===== config.mk =====
export PLATFORM = sky130hd
export DESIGN_NAME = intel_hex_record_parser_unit_flat
export DESIGN_NICKNAME = d
export VERILOG_FILES = /design/src/hw/rtl/ihex_pkg.sv /design/src/hw/rtl/ihex_in_if.sv /design/src/hw/rtl/ihex_out_if.sv /design/src/hw/rtl/ihex_in_reg.sv /design/src/hw/rtl/ihex_engine.sv /design/src/hw/rtl/ihex_out_reg.sv /design/src/hw/rtl/intel_hex_record_parser_unit.sv /design/src/flat_wrapper.sv
export SDC_FILE = /design/constraint.sdc
export NUM_CORES = 1
export LEC_CHECK = 0
export BUFFER_PORTS_ARGS = -buffer_cell sky130_fd_sc_hd__buf_2
export CORE_UTILIZATION = 46
export DETAILED_ROUTE_END_ITERATION = 8
export GPL_ROUTABILITY_DRIVEN = 0
export SETUP_SLACK_MARGIN = 0.4
export SLEW_MARGIN = 15
export SYNTH_ARGS = -nofsm -noshare
export SYNTH_HDL_FRONTEND = slang
export SYNTH_SLANG_ARGS = --single-unit
export TNS_END_PERCENT = 100

===== constraint.sdc =====
create_clock -name clk -period 5.45 [get_ports clk]
set_input_delay 1.09 -clock clk [delete_from_list [all_inputs] [get_ports clk]]
set_output_delay 1.09 -clock clk [all_outputs]
set_load 0.005 [all_outputs]

===== src/hw/rtl/ihex_pkg.sv =====
// Shared types, constants and a helper function for the Intel HEX record parser.
package ihex_pkg;

  // Character codes the parser reacts to.
  localparam logic [7:0] CHAR_NL    = 8'd10;
  localparam logic [7:0] CHAR_COLON = 8'h3A;

  // Shortest legal line: colon, length, address, type and checksum pairs.
  localparam logic [9:0] MIN_LINE_CHARS = 10'd11;
  localparam logic [9:0] LINE_CHARS_MAX = 10'd1023;

  // Record type codes.
  localparam logic [7:0] REC_DATA = 8'd0;
  localparam logic [7:0] REC_EOF  = 8'd1;

  // Result kinds.
  localparam logic RES_DATA = 1'b0;
  localparam logic RES_END  = 1'b1;

  // Parse status codes reported in the record end result.
  localparam logic [3:0] ST_OK        = 4'd0;
  localparam logic [3:0] ST_NO_COLON  = 4'd1;
  localparam logic [3:0] ST_SHORT     = 4'd2;
  localparam logic [3:0] ST_TRUNC     = 4'd3;
  localparam logic [3:0] ST_BAD_LEN   = 4'd4;
  localparam logic [3:0] ST_BAD_ADDR  = 4'd5;
  localparam logic [3:0] ST_BAD_TYPE  = 4'd6;
  localparam logic [3:0] ST_BAD_DATA  = 4'd7;
  localparam logic [3:0] ST_BAD_CKFLD = 4'd8;
  localparam logic [3:0] ST_BAD_CKSUM = 4'd9;

  // One input beat.
  typedef struct packed {
    logic [7:0] text_char;
    logic       end_of_text;
  } in_beat_t;

  // One result beat.
  typedef struct packed {
    logic        result_kind;
    logic [15:0] byte_address;
    logic [7:0]  data_byte;
    logic [7:0]  record_type;
    logic [7:0]  record_length;
    logic [3:0]  parse_status;
    logic        file_ended;
  } result_t;

  // Hex digit decode: bit 4 flags a valid digit, bits 3:0 hold its value.
  function automatic logic [4:0] hex_decode(input logic [7:0] c);
    logic [4:0] r;
    r = 5'd0;
    if (c >= 8'h30 && c <= 8'h39) begin
      r = {1'b1, 4'(c - 8'h30)};
    end else if (c >= 8'h41 && c <= 8'h46) begin
      r = {1'b1, 4'(c - 8'h37)};
    end else if (c >= 8'h61 && c <= 8'h66) begin
      r = {1'b1, 4'(c - 8'h57)};
    end
    return r;
  endfunction

endpackage


===== src/hw/rtl/ihex_in_if.sv =====
// Valid/ready channel that carries text characters into the parser.
interface ihex_in_if;
  logic       valid;
  logic       ready;
  logic [7:0] text_char;
  logic       end_of_text;

  modport source (output valid, output text_char, output end_of_text, input ready);
  modport sink   (input valid, input text_char, input end_of_text, output ready);
endinterface


===== src/hw/rtl/ihex_out_if.sv =====
// Valid/ready channel that carries parser results out.
interface ihex_out_if;
  logic        valid;
  logic        ready;
  logic        result_kind;
  logic [15:0] byte_address;
  logic [7:0]  data_byte;
  logic [7:0]  record_type;
  logic [7:0]  record_length;
  logic [3:0]  parse_status;
  logic        file_ended;

  modport source (output valid, output result_kind, output byte_address, output data_byte,
                  output record_type, output record_length, output parse_status,
                  output file_ended, input ready);
  modport sink   (input valid, input result_kind, input byte_address, input data_byte,
                  input record_type, input record_length, input parse_status,
                  input file_ended, output ready);
endinterface


===== src/hw/rtl/ihex_in_reg.sv =====
// Input register stage that captures one character beat per cycle while the engine takes beats.
module ihex_in_reg (
  input  logic              clk,
  input  logic              rst_n,
  input  logic              in_valid,
  output logic              in_ready,
  input  ihex_pkg::in_beat_t in_beat,
  output logic              beat_valid,
  input  logic              beat_take,
  output ihex_pkg::in_beat_t beat
);

  logic               valid_r;
  ihex_pkg::in_beat_t beat_r;

  // A new beat may enter when the register is empty or drains this cycle.
  assign in_ready   = !valid_r || beat_take;
  assign beat_valid = valid_r;
  assign beat       = beat_r;

  // Valid flag and payload.
  always_ff @(posedge clk) begin
    if (!rst_n) begin
      valid_r <= 1'b0;
    end else if (in_valid && in_ready) begin
      valid_r <= 1'b1;
    end else if (beat_take) begin
      valid_r <= 1'b0;
    end
  end

  always_ff @(posedge clk) begin
    if (in_valid && in_ready) begin
      beat_r <= in_beat;
    end
  end

endmodule


===== src/hw/rtl/ihex_engine.sv =====
// Line parsing state and the per-character update logic.
module ihex_engine (
  input  logic               clk,
  input  logic               rst_n,
  input  logic               beat_valid,
  output logic               beat_take,
  input  ihex_pkg::in_beat_t beat,
  input  logic               res_ready,
  output logic               res_valid,
  output ihex_pkg::result_t  res
);

  logic [9:0]  line_chars_r, line_chars_nxt;
  logic [3:0]  high_nibble_r, high_nibble_nxt;
  logic [7:0]  declared_length_r, declared_length_nxt;
  logic [15:0] record_addr_r, record_addr_nxt;
  logic [7:0]  type_field_r, type_field_nxt;
  logic [7:0]  running_sum_r, running_sum_nxt;
  logic [7:0]  bytes_seen_r, bytes_seen_nxt;
  logic [3:0]  first_error_r, first_error_nxt;
  logic        colon_seen_r, colon_seen_nxt;
  logic        file_done_r, file_done_nxt;

  logic        fire;
  logic        line_end;
  logic [8:0]  q;
  logic [8:0]  data_end;
  logic        past_end;
  logic [3:0]  pair_code;
  logic [4:0]  hex;
  logic [7:0]  byte_val;
  logic [10:0] need;
  logic [3:0]  status;
  logic        ends;

  // A beat is consumed whenever the result side can take a result.
  assign fire      = beat_valid && res_ready;
  assign beat_take = fire;
  assign line_end  = beat.end_of_text || (beat.text_char == ihex_pkg::CHAR_NL);

  // Pair index within the line and the field that pair belongs to.
  assign q        = 9'((line_chars_r - 10'd1) >> 1);
  assign data_end = {1'b0, declared_length_r} + 9'd4;
  assign past_end = (q != 9'd0) && (q > data_end);
  assign hex      = ihex_pkg::hex_decode(beat.text_char);
  assign byte_val = {high_nibble_r, hex[3:0]};

  always_comb begin
    if (q == 9'd0) begin
      pair_code = ihex_pkg::ST_BAD_LEN;
    end else if (q <= 9'd2) begin
      pair_code = ihex_pkg::ST_BAD_ADDR;
    end else if (q == 9'd3) begin
      pair_code = ihex_pkg::ST_BAD_TYPE;
    end else if (q < data_end) begin
      pair_code = ihex_pkg::ST_BAD_DATA;
    end else begin
      pair_code = ihex_pkg::ST_BAD_CKFLD;
    end
  end

  // Status of the line as it stands, in priority order.
  assign need = 11'd11 + {2'b00, declared_length_r, 1'b0};
  always_comb begin
    if (!colon_seen_r) begin
      status = ihex_pkg::ST_NO_COLON;
    end else if (line_chars_r < ihex_pkg::MIN_LINE_CHARS) begin
      status = ihex_pkg::ST_SHORT;
    end else if (first_error_r == ihex_pkg::ST_BAD_LEN) begin
      status = ihex_pkg::ST_BAD_LEN;
    end else if ({1'b0, line_chars_r} < need) begin
      status = ihex_pkg::ST_TRUNC;
    end else if (first_error_r != ihex_pkg::ST_OK) begin
      status = first_error_r;
    end else if (running_sum_r != 8'd0) begin
      status = ihex_pkg::ST_BAD_CKSUM;
    end else begin
      status = ihex_pkg::ST_OK;
    end
  end

  assign ends = (type_field_r == ihex_pkg::REC_EOF) &&
                (status == ihex_pkg::ST_OK || status == ihex_pkg::ST_BAD_DATA ||
                 status == ihex_pkg::ST_BAD_CKFLD || status == ihex_pkg::ST_BAD_CKSUM);

  // Next state and the result of this beat.
  always_comb begin
    line_chars_nxt      = line_chars_r;
    high_nibble_nxt     = high_nibble_r;
    declared_length_nxt = declared_length_r;
    record_addr_nxt     = record_addr_r;
    type_field_nxt      = type_field_r;
    running_sum_nxt     = running_sum_r;
    bytes_seen_nxt      = bytes_seen_r;
    first_error_nxt     = first_error_r;
    colon_seen_nxt      = colon_seen_r;
    file_done_nxt       = file_done_r;
    res_valid           = 1'b0;
    res                 = '0;

    if (fire && !file_done_r) begin
      if (line_end) begin
        if (line_chars_r != 10'd0) begin
          res_valid         = 1'b1;
          res.result_kind   = ihex_pkg::RES_END;
          res.byte_address  = record_addr_r;
          res.record_type   = type_field_r;
          res.record_length = declared_length_r;
          res.parse_status  = status;
          res.file_ended    = ends;
          file_done_nxt       = ends;
          line_chars_nxt      = 10'd0;
          high_nibble_nxt     = 4'd0;
          declared_length_nxt = 8'd0;
          record_addr_nxt     = 16'd0;
          type_field_nxt      = 8'd0;
          running_sum_nxt     = 8'd0;
          bytes_seen_nxt      = 8'd0;
          first_error_nxt     = ihex_pkg::ST_OK;
          colon_seen_nxt      = 1'b0;
        end
      end else begin
        if (line_chars_r != ihex_pkg::LINE_CHARS_MAX) begin
          line_chars_nxt = line_chars_r + 10'd1;
        end
        if (line_chars_r == 10'd0) begin
          colon_seen_nxt = (beat.text_char == ihex_pkg::CHAR_COLON);
        end else if (colon_seen_r && first_error_r == ihex_pkg::ST_OK && !past_end) begin
          if (!hex[4]) begin
            first_error_nxt = pair_code;
          end else if (line_chars_r[0]) begin
            // Odd position: first digit of a pair.
            high_nibble_nxt = hex[3:0];
          end else begin
            // Even position: the pair is complete.
            running_sum_nxt = running_sum_r + byte_val;
            if (q == 9'd0) begin
              declared_length_nxt = byte_val;
            end else if (q == 9'd1) begin
              record_addr_nxt = {byte_val, 8'd0};
            end else if (q == 9'd2) begin
              record_addr_nxt = {record_addr_r[15:8], byte_val};
            end else if (q == 9'd3) begin
              type_field_nxt = byte_val;
            end else if (pair_code == ihex_pkg::ST_BAD_DATA) begin
              bytes_seen_nxt = bytes_seen_r + 8'd1;
              if (type_field_r == ihex_pkg::REC_DATA) begin
                res_valid         = 1'b1;
                res.result_kind   = ihex_pkg::RES_DATA;
                res.byte_address  = record_addr_r + {8'd0, bytes_seen_r};
                res.data_byte     = byte_val;
                res.record_length = declared_length_r;
              end
            end
          end
        end
      end
    end
  end

  // Parser state registers.
  always_ff @(posedge clk) begin
    if (!rst_n) begin
      line_chars_r      <= 10'd0;
      high_nibble_r     <= 4'd0;
      declared_length_r <= 8'd0;
      record_addr_r     <= 16'd0;
      type_field_r      <= 8'd0;
      running_sum_r     <= 8'd0;
      bytes_seen_r      <= 8'd0;
      first_error_r     <= ihex_pkg::ST_OK;
      colon_seen_r      <= 1'b0;
      file_done_r       <= 1'b0;
    end else begin
      line_chars_r      <= line_chars_nxt;
      high_nibble_r     <= high_nibble_nxt;
      declared_length_r <= declared_length_nxt;
      record_addr_r     <= record_addr_nxt;
      type_field_r      <= type_field_nxt;
      running_sum_r     <= running_sum_nxt;
      bytes_seen_r      <= bytes_seen_nxt;
      first_error_r     <= first_error_nxt;
      colon_seen_r      <= colon_seen_nxt;
      file_done_r       <= file_done_nxt;
    end
  end

`ifndef SYNTHESIS
  // Once the file has ended the parser stays ended until reset.
  a_file_done_sticky: assert property (@(posedge clk) disable iff (!rst_n)
    file_done_r |=> file_done_r)
    else $error("file end flag dropped without reset");

  // An empty line holds no colon and no error.
  a_empty_line_clean: assert property (@(posedge clk) disable iff (!rst_n)
    (line_chars_r == 10'd0) |-> (!colon_seen_r && first_error_r == ihex_pkg::ST_OK))
    else $error("empty line carries parse state");

  // Data bytes are only given while the line is clean.
  a_data_clean: assert property (@(posedge clk) disable iff (!rst_n)
    (res_valid && res.result_kind == ihex_pkg::RES_DATA) |->
      (first_error_r == ihex_pkg::ST_OK && colon_seen_r && !res.file_ended))
    else $error("data byte given from a faulty line");
`endif

endmodule


===== src/hw/rtl/ihex_out_reg.sv =====
// Output register stage that holds one result beat until it is taken.
module ihex_out_reg (
  input  logic              clk,
  input  logic              rst_n,
  input  logic              res_valid,
  output logic              res_ready,
  input  ihex_pkg::result_t res,
  output logic              out_valid,
  input  logic              out_ready,
  output ihex_pkg::result_t out_res
);

  logic              valid_r;
  ihex_pkg::result_t res_r;

  // The stage can load when empty or when its beat leaves this cycle.
  assign res_ready = !valid_r || out_ready;
  assign out_valid = valid_r;
  assign out_res   = res_r;

  always_ff @(posedge clk) begin
    if (!rst_n) begin
      valid_r <= 1'b0;
    end else if (res_valid && res_ready) begin
      valid_r <= 1'b1;
    end else if (out_ready) begin
      valid_r <= 1'b0;
    end
  end

  always_ff @(posedge clk) begin
    if (res_valid && res_ready) begin
      res_r <= res;
    end
  end

endmodule


===== src/hw/rtl/intel_hex_record_parser_unit.sv =====
// Intel HEX record parser: takes text characters, gives data bytes and record summaries.
// A character is held in the input register; its result, if any, is registered in the output register.
// Throughput: one character per cycle while the result register can load.
// The input register can take one new character while a result waits in the output register.
// Reset (rst_n low, synchronous) clears the line state, the end-of-file flag
// and both stage valid flags.
module intel_hex_record_parser_unit (
  input  logic clk,
  input  logic rst_n,
  ihex_in_if.sink    in_bus,
  ihex_out_if.source out_bus
);

  ihex_pkg::in_beat_t in_beat;
  ihex_pkg::in_beat_t beat;
  logic               beat_valid;
  logic               beat_take;
  logic               res_valid;
  logic               res_ready;
  ihex_pkg::result_t  res;
  ihex_pkg::result_t  out_res;

  assign in_beat.text_char   = in_bus.text_char;
  assign in_beat.end_of_text = in_bus.end_of_text;

  // Input register.
  ihex_in_reg u_in_reg (
    .clk        (clk),
    .rst_n      (rst_n),
    .in_valid   (in_bus.valid),
    .in_ready   (in_bus.ready),
    .in_beat    (in_beat),
    .beat_valid (beat_valid),
    .beat_take  (beat_take),
    .beat       (beat)
  );

  // Parsing state and update logic.
  ihex_engine u_engine (
    .clk        (clk),
    .rst_n      (rst_n),
    .beat_valid (beat_valid),
    .beat_take  (beat_take),
    .beat       (beat),
    .res_ready  (res_ready),
    .res_valid  (res_valid),
    .res        (res)
  );

  // Result register.
  ihex_out_reg u_out_reg (
    .clk       (clk),
    .rst_n     (rst_n),
    .res_valid (res_valid),
    .res_ready (res_ready),
    .res       (res),
    .out_valid (out_bus.valid),
    .out_ready (out_bus.ready),
    .out_res   (out_res)
  );

  assign out_bus.result_kind   = out_res.result_kind;
  assign out_bus.byte_address  = out_res.byte_address;
  assign out_bus.data_byte     = out_res.data_byte;
  assign out_bus.record_type   = out_res.record_type;
  assign out_bus.record_length = out_res.record_length;
  assign out_bus.parse_status  = out_res.parse_status;
  assign out_bus.file_ended    = out_res.file_ended;

endmodule


===== src/flat_wrapper.sv =====
// flat-port wrapper written by rule: the top's interface ports become plain ports
module intel_hex_record_parser_unit_flat 
  (clk, rst_n, in_bus_valid, in_bus_text_char, in_bus_end_of_text, in_bus_ready, out_bus_valid, out_bus_result_kind, out_bus_byte_address, out_bus_data_byte, out_bus_record_type, out_bus_record_length, out_bus_parse_status, out_bus_file_ended, out_bus_ready);
  ihex_in_if in_bus_i ();
  ihex_out_if out_bus_i ();
  input  logic clk;
  input  logic rst_n;
  input wire logic [$bits(in_bus_i.valid)-1:0] in_bus_valid;
  input wire logic [$bits(in_bus_i.text_char)-1:0] in_bus_text_char;
  input wire logic [$bits(in_bus_i.end_of_text)-1:0] in_bus_end_of_text;
  output wire logic [$bits(in_bus_i.ready)-1:0] in_bus_ready;
  output wire logic [$bits(out_bus_i.valid)-1:0] out_bus_valid;
  output wire logic [$bits(out_bus_i.result_kind)-1:0] out_bus_result_kind;
  output wire logic [$bits(out_bus_i.byte_address)-1:0] out_bus_byte_address;
  output wire logic [$bits(out_bus_i.data_byte)-1:0] out_bus_data_byte;
  output wire logic [$bits(out_bus_i.record_type)-1:0] out_bus_record_type;
  output wire logic [$bits(out_bus_i.record_length)-1:0] out_bus_record_length;
  output wire logic [$bits(out_bus_i.parse_status)-1:0] out_bus_parse_status;
  output wire logic [$bits(out_bus_i.file_ended)-1:0] out_bus_file_ended;
  input wire logic [$bits(out_bus_i.ready)-1:0] out_bus_ready;
  assign in_bus_i.valid = in_bus_valid;
  assign in_bus_i.text_char = in_bus_text_char;
  assign in_bus_i.end_of_text = in_bus_end_of_text;
  assign in_bus_ready = in_bus_i.ready;
  assign out_bus_valid = out_bus_i.valid;
  assign out_bus_result_kind = out_bus_i.result_kind;
  assign out_bus_byte_address = out_bus_i.byte_address;
  assign out_bus_data_byte = out_bus_i.data_byte;
  assign out_bus_record_type = out_bus_i.record_type;
  assign out_bus_record_length = out_bus_i.record_length;
  assign out_bus_parse_status = out_bus_i.parse_status;
  assign out_bus_file_ended = out_bus_i.file_ended;
  assign out_bus_i.ready = out_bus_ready;
  intel_hex_record_parser_unit u_core (.clk(clk), .rst_n(rst_n), .in_bus(in_bus_i), .out_bus(out_bus_i));
endmodule

==> results of run 1 <==
-- layout by cell type (no fill, tap or decap), types with 5 or more instances in the layout --
cell type and n:
nor2_1 61, clkbuf_16 17, a31oi_1 8, o211ai_1 8, dfxtp_1 70, inv_1 27
a21o_1 6, or4_1 7, or3_1 18, nor4_1 10, nand2b_1 20, o21ai_0 40
ha_1 45, and3_1 18, mux2i_1 24, nand3_1 40, xor2_1 21, nand4_1 14
nand2_1 97, and2_1 15, buf_4 6, edfxtp_1 55, nor3_1 19, clkinv_2 5
o21a_1 5, buf_2 60, xnor2_1 15, a21oi_1 45
-- power by group --
group	leakage [nW]	internal [mW]	switching, mW
combinational	1.92	0.0290	0.0629
sequential	1.16	0.979	0.00586
clock	0.291	0.717	0.432
-- worst max-delay path: cells and delay by family, from the launching register on --
| family | cells | cell delay [ps] |
|---|---|---|
| AO/OA/AOI/OAI | 3 | 1060 |
| XOR/XNOR | 1 | 280 |
| adder cells (fa/ha/maj) | 2 | 670 |
| buffers and inverters | 3 | 710 |
| flip-flops | 1 | 640 |
| AND/OR/NAND/NOR | 3 | 720 |
-- sequential cells by signal, summed over array words and instances, names as in the netlist, 8 cells and up --
register	count
u_core.u_out_reg.out_res	46
u_core.u_engine.declared_length_r	8
u_core.u_in_reg.beat	9
u_core.u_engine.bytes_seen_r	8
u_core.u_engine.record_addr_r	16
u_core.u_engine.type_field_r	8
u_core.u_engine.running_sum_r	8
u_core.u_engine.line_chars_r	10
-- stage by stage --
stage	util (%)	std cells
after CTS	53.6	1085
after detailed placement	49.8	1053
after floorplan	-	807
final	53.6	1086
after global placement	49.8	1053
after global routing	53.6	1085
-- Yosys cell counts (3+ instances only) --
cell type	count	area share, %
and2_1	15	1.3
nor3b_1	4	0.41
a31oi_1	8	0.68
nand2_1	97	4.9
buf_2	10	0.68
clkbuf_1	23	1.2
a21oi_1	45	3.0
nand3_1	40	2.7
nor2b_1	3	0.25
inv_1	27	1.4
xnor2_1	15	1.8
o22ai_1	4	0.34
nand2b_1	20	1.7
ha_1	45	7.6
a2111oi_0	3	0.35
or4_1	7	0.71
o211ai_1	8	0.81
fa_1	3	0.81
and3_1	18	1.5
nor2_1	61	3.1
o21ai_0	40	2.7
nand3b_1	4	0.41
edfxtp_1	55	22
or2_2	4	0.34
nor3_1	19	1.3
o21a_1	6	0.61
nor4_1	10	0.85
dfxtp_1	70	19
or3_1	18	1.5
a32o_1	4	0.54
nand4_1	14	1.2
a21o_1	6	0.61
nand4b_1	4	0.47
xor2_1	21	2.5
mux2i_1	24	3.2
-- how the worst min path moves through the flow --
| stage | startpoint | end | cells after the start |
|---|---|---|---|
| after CTS | u_core.u_engine.type_field_r[6] | u_core.u_engine.type_field_r[6] | 2 |
| final | u_core.u_engine.type_field_r[5] | u_core.u_engine.type_field_r[5] | 2 |
| after global routing | u_core.u_engine.type_field_r[6] | u_core.u_engine.type_field_r[6] | 2 |
| after floorplan | u_core.u_engine.file_done_r | u_core.u_engine.file_done_r | 2 |
| after global placement | u_core.u_engine.type_field_r[7] | u_core.u_engine.type_field_r[7] | 2 |
| after detailed placement | u_core.u_engine.type_field_r[6] | u_core.u_engine.type_field_r[6] | 2 |
-- routing by layer --
layer  vias to the layer above  global-route usage (%)  wire length [um]
li1                       3036                       -                 -
met1                      2950                    30.9              8780
met2                       197                    38.3              8680
met3                        33                    3.91               877
met4                         0                    9.00               376
met5                         -                       0                 0
-- logic make-up (layout without fill, tap and decap cells) --
| group | after synthesis | after routing |
|---|---|---|
| muxes | 25 | 25 |
| AOI/OAI and AO/OA | 155 | 155 |
| and+or+nand+nor | 353 | 353 |
| other | 0 | 1 |
| DFF | 125 | 125 |
| adders and majority gates | 48 | 48 |
| xor gates and xnor gates | 36 | 36 |
| buffers and inverters | 65 | 127 |
-- cell type report --
class	count	area [um^2]
Fill cell	1468	7320
Multi-Input combinational cell	617	4080
Sequential cell	125	3050
Clock buffer	17	425
Timing Repair Buffer	66	345
Tap cell	216	270
Clock inverter	15	169
Inverter	29	109
Antenna cell	1	2.50
==> results.yml, run 1 <==
global_route:
  grt_pass1_wl_mm: 29.7
  track_usage_pct: 23.4
  grt_pass1_vias: 5793
  antenna_found_initial: 0
  grt_max_degree: 41
  gr-total-overflow: 0
synthesis:
  synth_top_family_by_area: "simple AND/OR/NAND/NOR gates"
  synthDistinctLibCells: 76
  ys.flop_type: "dfxtp_1"
  yosys.area_share.simple_pct: 25.0
  synth_xor_area_share_pct: 4.26
  syn_nets: 868
  synthArstFlopShare_pct: 0
  ys_ff_latch: 125
  synth_area_um2: 7400
  synthAdderAreaFrac_pct: 8.42
  synth_compound_area_share_pct: 13.9
  synth_area_per_cell_um2: 9.17
  netlist_instances: 807
  synth.area.mux_share_pct: 3.45
  ys_seq_area_share_pct: 41.2
  synth_edf_count: 55
  yosysWarnings: 0
critical_path:
  worstSetupPathType: "reg -> reg"
  critPathArrivalTime_ps: 4530
  critPathMaxStageDelay_ps: 810
  crit_end: "u_core.u_out_reg.out_res[11]"
  reg2regPathDepth: 12
  critical_path.startpoint_type: "flip-flop"
  reg2reg_from: "u_core.u_engine.line_chars_r[0]"
  crit_chain: "inv_1 -> ha_1 -> xnor2_1 -> inv_1 -> ha_1 -> nand2b_1 -> a21oi_1 -> nor2_1 -> o21ai_1 -> nor4b_4 -> o21a_2 -> buf_4"
  timing.critical_path.fanout_max: 40
  end_kind: "flip-flop"
  cp-startpoint: "u_core.u_engine.line_chars_r[0]"
  required_ps: 5570
  r2r_slack_ps: 1040
  cpMaxStageDelayCell: "o21a_2"
  r2r-end: "u_core.u_out_reg.out_res[11]"
clock_network:
  numCtsBuffers: 17
  clockBufferDepth: 2
  postCtsSetupBuffers: 0
  cts.sinks: 125
  clkTransAtPathRegs_ps: 60
  cts_resized: 0
  cts.root.buffer_cell: "clkbuf_16"
  ctsHoldBuffers: 0
  clock_latency_ps: 420
  cts_tree: "built"
  htreeDepth: 4
sta:
  fin_crit_sh_pct: 80.9
  post-route-min-period_ps: 4410
  maxSlewHeadroom_pct: 26.7
  rsz0062_at_grt: "false"
  setup_ws_ps: 1040
  final_hold_viol_count: 0
  fin_skew_ps: 8.05
  worst_pin_slew_ps: 1100
  fmax_ghz: 0.227
  setup_viol: 0
  slew_viol_final: 0
  holdWs_ps: 479
  fin_setup_tns_ps: 0
placement:
  place_area_um2: 7850
  place_ws_ps: 1110
  hpwl_mm: 13.8
  portBuffers: 60
detailed_routing:
  viasPerCell: 5.72
  drtPass1Iterations: 5
  drtIter0Drc: 562
  postRouteAntennaNets: 0
  drc: 0
  routed-via-count: 6216
  postRouteWirelength_mm: 18.7
  post_drt_wl_per_cell_um: 17.2
flow_run:
  maxCapViolCount: 0
floorplan:
  die-height_um: 129
  design.die.area_um2: 16600
  io_pins: 61
  start_util_pct: 46.9
  die_w_um: 129
  num_rows: 46
  coreArea_um2: 15800
worst_hold_path:
  hp-class: "reg -> reg"
power:
  p_total_mw: 2.23
  p_per_area_nw_per_um2: 263
  max-vdd-ir-drop_uv: 213
  p_leak_nw: 3.37
final_layout:
  syn2layout_area_growth_pct: 14.1
  nets: 917
  layout-drive-gt1-share_pct: 14.0
  finalInstanceArea_um2: 8450
run_status:
  status: "finished, final reports clean"
No activity file was read; power rests on OpenSTA's default activity.
==> run 2, diff against run 1 <==
--- a/config.mk
+++ b/config.mk
@@ -5,6 +5,7 @@
 export SDC_FILE = /design/constraint.sdc
 export NUM_CORES = 1
 export LEC_CHECK = 0
+export ABC_AREA = 1
 export BUFFER_PORTS_ARGS = -buffer_cell sky130_fd_sc_hd__buf_2
 export CORE_UTILIZATION = 46
 export DETAILED_ROUTE_END_ITERATION = 8
==> constraint.sdc (replaced) <==
create_clock -name clk -period 4.3 [get_ports clk]
set_input_delay 0.86 -clock clk [delete_from_list [all_inputs] [get_ports clk]]
set_output_delay 0.86 -clock clk [all_outputs]
set_load 0.005 [all_outputs]
==> results.yml, run 2 <==
floorplan:
  design.die.area_um2: 16800
  die-height_um: 130
  num_rows: 46
  die_w_um: 130
  io_pins: 61
  coreArea_um2: 15900
  start_util_pct: 47.2
clock_network:
  clkTransAtPathRegs_ps: 60
  clockBufferDepth: 2
  cts.root.buffer_cell: "clkbuf_16"
  cts_tree: "built"
  numCtsBuffers: 17
  clock_latency_ps: 430
  ctsHoldBuffers: 0
  htreeDepth: 4
  cts.sinks: 125
synthesis:
  yosys-top-cells-area: "edfxtp_1 22%, dfxtp_1 19%, nand2_1 11%, ha_1 7.5%, nor2_1 7.1%"
  synth.most_common_cell: "nand2_1"
  synth_xor_area_share_pct: 3.27
  synth.area.mux_share_pct: 0
  yosysWarnings: 0
  synthDistinctLibCells: 46
  synth_edf_count: 55
  synthArstFlopShare_pct: 0
  yosys.area_share.simple_pct: 30.0
  synth_compound_area_share_pct: 11.3
  ys_ff_latch: 125
  syn_nets: 1033
  yosysTopAreaCell: "edfxtp_1"
  netlist_instances: 972
  synth_top_family_by_area: "simple AND/OR/NAND/NOR gates"
  synthTopCellsByCount: "211 x nand2_1, 141 x nor2_1, 99 x inv_1, 84 x a21oi_1, 70 x dfxtp_1"
  ys_seq_area_share_pct: 40.7
  ys.flop_type: "dfxtp_1"
  yosysTopAreaCellShare_pct: 22.0
  synth_area_per_cell_um2: 7.71
  synthAdderAreaFrac_pct: 8.32
  synth_area_um2: 7490
final_layout:
  layout-drive-gt1-share_pct: 13.8
  final_core_util_pct: 54.6
  n_antenna_cell: 0
  nets: 1108
  mostFrequentLayoutCells: "211 x nand2_1, 140 x nor2_1, 97 x inv_1"
  mostFrequentLayoutCell: "nand2_1"
  syn2layout_area_growth_pct: 15.7
  finalInstanceArea_um2: 8670
  largest_register_ffs: 46
  final_cells: 1276
critical_path:
  required_ps: 4420
  timing.critical_path.fanout_max: 40
  critPathArrivalTime_ps: 3600
  worstSetupPathType: "reg -> reg"
  end_kind: "flip-flop"
  critical_path.startpoint_type: "flip-flop"
sta:
  final_hold_viol_count: 0
  holdWs_ps: 471
  worst_pin_slew_ps: 1110
  slew_viol_final: 0
  fin_crit_sh_pct: 81.1
  post-route-min-period_ps: 3490
  fin_setup_tns_ps: 0
  fin_skew_ps: 7.98
  maxSlewHeadroom_pct: 26.0
  fmax_ghz: 0.287
  setup_ws_ps: 813
  setup_viol: 0
  rsz0062_at_grt: "false"
global_route:
  grt_max_degree: 41
  grt-busiest-layer: "met2"
  gr-usage-met2_pct: 37.7
  grt_util_met1_pct: 35.8
  grt_pass1_vias: 6002
  grt_pass1_wl_mm: 31.3
  met3_usage_pct: 3.80
  track_usage_pct: 24.8
  gr-total-overflow: 0
  antenna_found_initial: 0
detailed_routing:
  drtIter0Drc: 489
  drc: 0
  viasPerCell: 5.23
  drtPass1Iterations: 5
  postRouteAntennaNets: 0
  routed-via-count: 6668
  postRouteWirelength_mm: 19.2
  post_drt_wl_per_cell_um: 15.1
worst_hold_path:
  hp-class: "reg -> reg"
run_status:
  status: "finished, final reports clean"
placement:
  place_area_um2: 8040
  place_ws_ps: 525
  portBuffers: 60
  place_inst: 1237
  hpwl_mm: 14.4
flow_run:
  maxCapViolCount: 0
power:
  max-vdd-ir-drop_uv: 271
  p_total_mw: 2.94
  p_per_area_nw_per_um2: 340
  p_leak_nw: 3.62
-- run 2: cell count changes after synthesis, moves of 12 or more --
cell / before / now
nand2_1: 97 / 211
and3_1: 18 / 0
nor2_1: 61 / 141
nand4_1: 14 / 35
inv_1: 27 / 99
and2_1: 15 / 1
xnor2_1: 15 / 3
a21oi_1: 45 / 84
mux2i_1: 24 / 0
or3_1: 18 / 0
nand2b_1: 20 / 0
clkbuf_1: 23 / 11
-- run 2: cell families after synthesis --
logic type,count (synthesis)
and+or+nand+nor,501
DFF,125
AOI/OAI and AO/OA,150
xor gates and xnor gates,28
adders and majority gates,48
buffers and inverters,120
-- run 2: worst max-delay path: stages, from the launching register on --
cell and delay [ps]:
dfxtp_1 410, nor2_1 200, nand2_1 70, nor2_1 200, nand2_1 100, nand2_1 70, nand2_1 110, ha_1 350
a21oi_1 140, o21a_1 140, nand3_1 140, inv_1 100, nand3_2 150, nor2_4 160, nand2_1 80, nand2_1 90
nand2_2 180, inv_2 210, buf_12 240
-- run 2: power breakdown --
group	leakage (nW)	switching [mW]	internal, mW
Sequential	1.06	0.0158	1.26
Clock	0.266	0.573	0.801
Combinational	2.29	0.202	0.0959
Total	3.62	0.790	2.15
-- run 2: timing repair --
action / in CTS / in global routing
resized for setup: 0 / 3
buffers inserted: 0 / 7
endpoints found under the setup margin: 0 / 46
-- run 2: cell type report --
type                       count  area [um^2]
fill                        1568         7220
multi-input combinational    727         3960
sequential                   125         3050
timing repair buffer          76          433
clock buffer                  17          425
inverter                     100          382
tap                          216          270
clock inverter                15          141
-- run 2: worst paths after layout --
kind                                                      start                            to  slack [ps]  cells past startpoint
worst max-delay path            u_core.u_engine.line_chars_r[4]  u_core.u_out_reg.out_res[30]         810                     18
worst min-delay path                u_core.u_engine.file_done_r   u_core.u_engine.file_done_r         470                      2
worst max register to register  u_core.u_engine.line_chars_r[4]  u_core.u_out_reg.out_res[30]         810                     18
worst min register to register      u_core.u_engine.file_done_r   u_core.u_engine.file_done_r         470                      2
-- run 2: routing by layer --
layer  part of all wire (%)  vias to the layer above
met1                     49                     3032
met3                    5.4                       23
met5                      0                        -
met2                     44                      173
met4                    1.8                        0
li1                       -                     3440
==> run 3, diff against run 2 <==
--- a/config.mk
+++ b/config.mk
@@ -10,6 +10,7 @@
 export CORE_UTILIZATION = 46
 export DETAILED_ROUTE_END_ITERATION = 8
 export GPL_ROUTABILITY_DRIVEN = 0
+export PLACE_DENSITY = 0.66
 export SETUP_SLACK_MARGIN = 0.4
 export SLEW_MARGIN = 15
 export SYNTH_ARGS = -nofsm -noshare
==> constraint.sdc (replaced) <==
create_clock -name clk -period 2.87 [get_ports clk]
set_input_delay 0.574 -clock clk [delete_from_list [all_inputs] [get_ports clk]]
set_output_delay 0.574 -clock clk [all_outputs]
set_load 0.005 [all_outputs]
==> results.yml, run 3 (synthesis results as in run 2) <==
sta:
  setup_viol: 116
  setup_ws_ps: -207
  fmax_ghz: 0.325
  rsz0062_at_grt: "true"
  fin_skew_ps: 10.2
  slew_viol_final: 0
  final_hold_viol_count: 0
  worst_pin_slew_ps: 713
  post-route-min-period_ps: 3080
  fin_crit_sh_pct: 107
  maxSlewHeadroom_pct: 52.3
critical_path:
  timing.critical_path.fanout_max: 10
  cp-startpoint: "u_core.u_engine.line_chars_r[2]"
  critPathArrivalTime_ps: 3210
  critical_path.startpoint_type: "flip-flop"
  worst-path-buf-inv: 4
  critPathMaxStageDelay_ps: 360
  crit_family: "simple AND/OR/NAND/NOR gates"
  crit_chain: "nor2_4 -> buf_6 -> nand4_1 -> nand2_2 -> ha_4 -> a21oi_2 -> o21ai_1 -> nand2_1 -> nand3_2 -> nand2_1 -> inv_1 -> nand2_2 -> nand2_4 -> nor2_2 -> nand2_2 -> nand2_2 -> nand2_4 -> clkinvlp_4 -> bufbuf_16"
  required_ps: 3000
  crit_end: "u_core.u_out_reg.out_res[13]"
  worstSetupPathType: "reg -> reg"
  cpMaxStageDelayCell: "dfxtp_4"
  cp.depth: 19
  r2r-end: "u_core.u_out_reg.out_res[13]"
  end_kind: "flip-flop"
  reg2regPathDepth: 19
  reg2reg_from: "u_core.u_engine.line_chars_r[2]"
  r2r_slack_ps: -210
  crit_top_cell: "nand2_2"
clock_network:
  htreeDepth: 4
  clockBufferDepth: 2
  clkTransAtPathRegs_ps: 50
  cts.root.buffer_cell: "clkbuf_16"
  numCtsBuffers: 17
  ctsHoldBuffers: 0
  clock_latency_ps: 420
  cts_tree: "built"
  cts.sinks: 125
detailed_routing:
  postRouteWirelength_mm: 22.9
  postRouteAntennaNets: 0
  post_drt_wl_per_cell_um: 16.5
  viasPerCell: 5.49
  drtIter0Drc: 623
  drtPass1Iterations: 5
  drc: 0
  routed-via-count: 7605
power:
  max-vdd-ir-drop_uv: 403
  p_leak_nw: 4.35
  p_per_area_nw_per_um2: 438
run_status:
  status: "finished with violations"
  failed_checks: "negative setup slack"
floorplan:
  start_util_pct: 47.2
  coreArea_um2: 15900
  die-height_um: 130
  design.die.area_um2: 16800
  io_pins: 61
  num_rows: 46
  die_w_um: 130
flow_run:
  maxCapViolCount: 0
final_layout:
  n_antenna_cell: 0
  syn2layout_area_growth_pct: 42.1
  mostFrequentLayoutCells: "163 x nand2_1, 106 x nor2_1, 88 x buf_4"
  finalInstanceArea_um2: 10600
  mostFrequentLayoutCell: "nand2_1"
  nets: 1216
  layout-drive-gt1-share_pct: 37.5
  largest_register_ffs: 46
  final_core_util_pct: 67.0
placement:
  portBuffers: 60
  hpwl_mm: 14.9
  place_area_um2: 8520
  place_ws_ps: -47.3
worst_hold_path:
  hp-start: "in_bus_text_char[1]"
  hp-class: "in -> reg"
global_route:
  grt_pass1_wl_mm: 35.0
  gr-total-overflow: 0
  grt_max_degree: 25
  track_usage_pct: 27.1
  grt_pass1_vias: 6973
  antenna_found_initial: 0
[run 3: cell types whose count changed in the layout (fill, tap and decap cells not counted), sizes merged]
cell      change
buf         +105
bufbuf        +1
clkbuf        +4
clkinvlp      +1
inv           -4
nand3         +1
[run 3: metrics by stage]
stage / hold slack [ps] / power (mW) / cells / TNS [ps]
floorplan: 436 / 2.27 / 972 / -14380
global placement: 454 / 2.43 / 1284 / 0
detailed placement: 460 / 2.44 / 1284 / -1450
CTS: 312 / 4.55 / 1367 / 0
global route: 318 / 4.80 / 1384 / -30020
finish: 326 / 4.66 / 1384 / -13880
[run 3: what timing repair did]
item,CTS,global route
setup endpoints to repair,144,157
gates resized for setup,148,128
setup buffers,47,15
cloned,4,2
pin swaps,48,62
[run 3: metal layers]
metal / GRT usage [%] / share of wire (%) / up-vias
li1: - / - / 3650
met3: 4.38 / 6.3 / 64
met4: 12.0 / 3.2 / 0
met5: 0 / 0 / -
met1: 36.1 / 43 / 3583
met2: 43.4 / 47 / 308
[run 3: worst min-delay path by stage]
| stage | slack [ps] | end | depth (start not counted) |
|---|---|---|---|
| 6_report | 330 | u_core.u_in_reg.beat[2] | 1 |
| 5_1_grt | 320 | u_core.u_in_reg.beat[2] | 1 |
| 4_1_cts | 310 | u_core.u_in_reg.beat[2] | 1 |
| 3_5_place_dp | 460 | u_core.u_engine.type_field_r[1] | 2 |
| 3_3_place_gp | 450 | u_core.u_engine.type_field_r[7] | 2 |
| 2_1_floorplan | 440 | u_core.u_engine.file_done_r | 2 |
[run 3: area by class of cell]
| cell class | count | area, um^2 |
|---|---|---|
| Clock inverter | 12 | 97.6 |
| Sequential cell | 125 | 3070 |
| Multi-Input combinational cell | 728 | 4890 |
| Inverter | 100 | 392 |
| Timing Repair Buffer | 183 | 1470 |
| Tap cell | 216 | 270 |
| Clock buffer | 20 | 447 |
| Fill cell | 1270 | 5240 |
[run 3: worst register-to-register path, cell delays in order (launching register included)]
cell        delay (ps)
dfxtp_4            360
nor2_4             200
buf_6              120
nand4_1            130
nand2_2            140
ha_4               230
a21oi_2            150
o21ai_1            110
nand2_1            100
nand3_2            120
nand2_1             90
inv_1               50
nand2_2             70
nand2_4             70
nor2_2             190
nand2_2            100
nand2_2            100
nand2_4             70
clkinvlp_4         100
bufbuf_16          280
[run 3: power by group]
| group | switching, mW | leakage (nW) | internal [mW] |
|---|---|---|---|
| sequential | 0.0235 | 1.07 | 1.88 |
| combinational | 0.444 | 3.03 | 0.320 |
| clock | 0.795 | 0.251 | 1.20 |
| total | 1.26 | 4.35 | 3.40 |
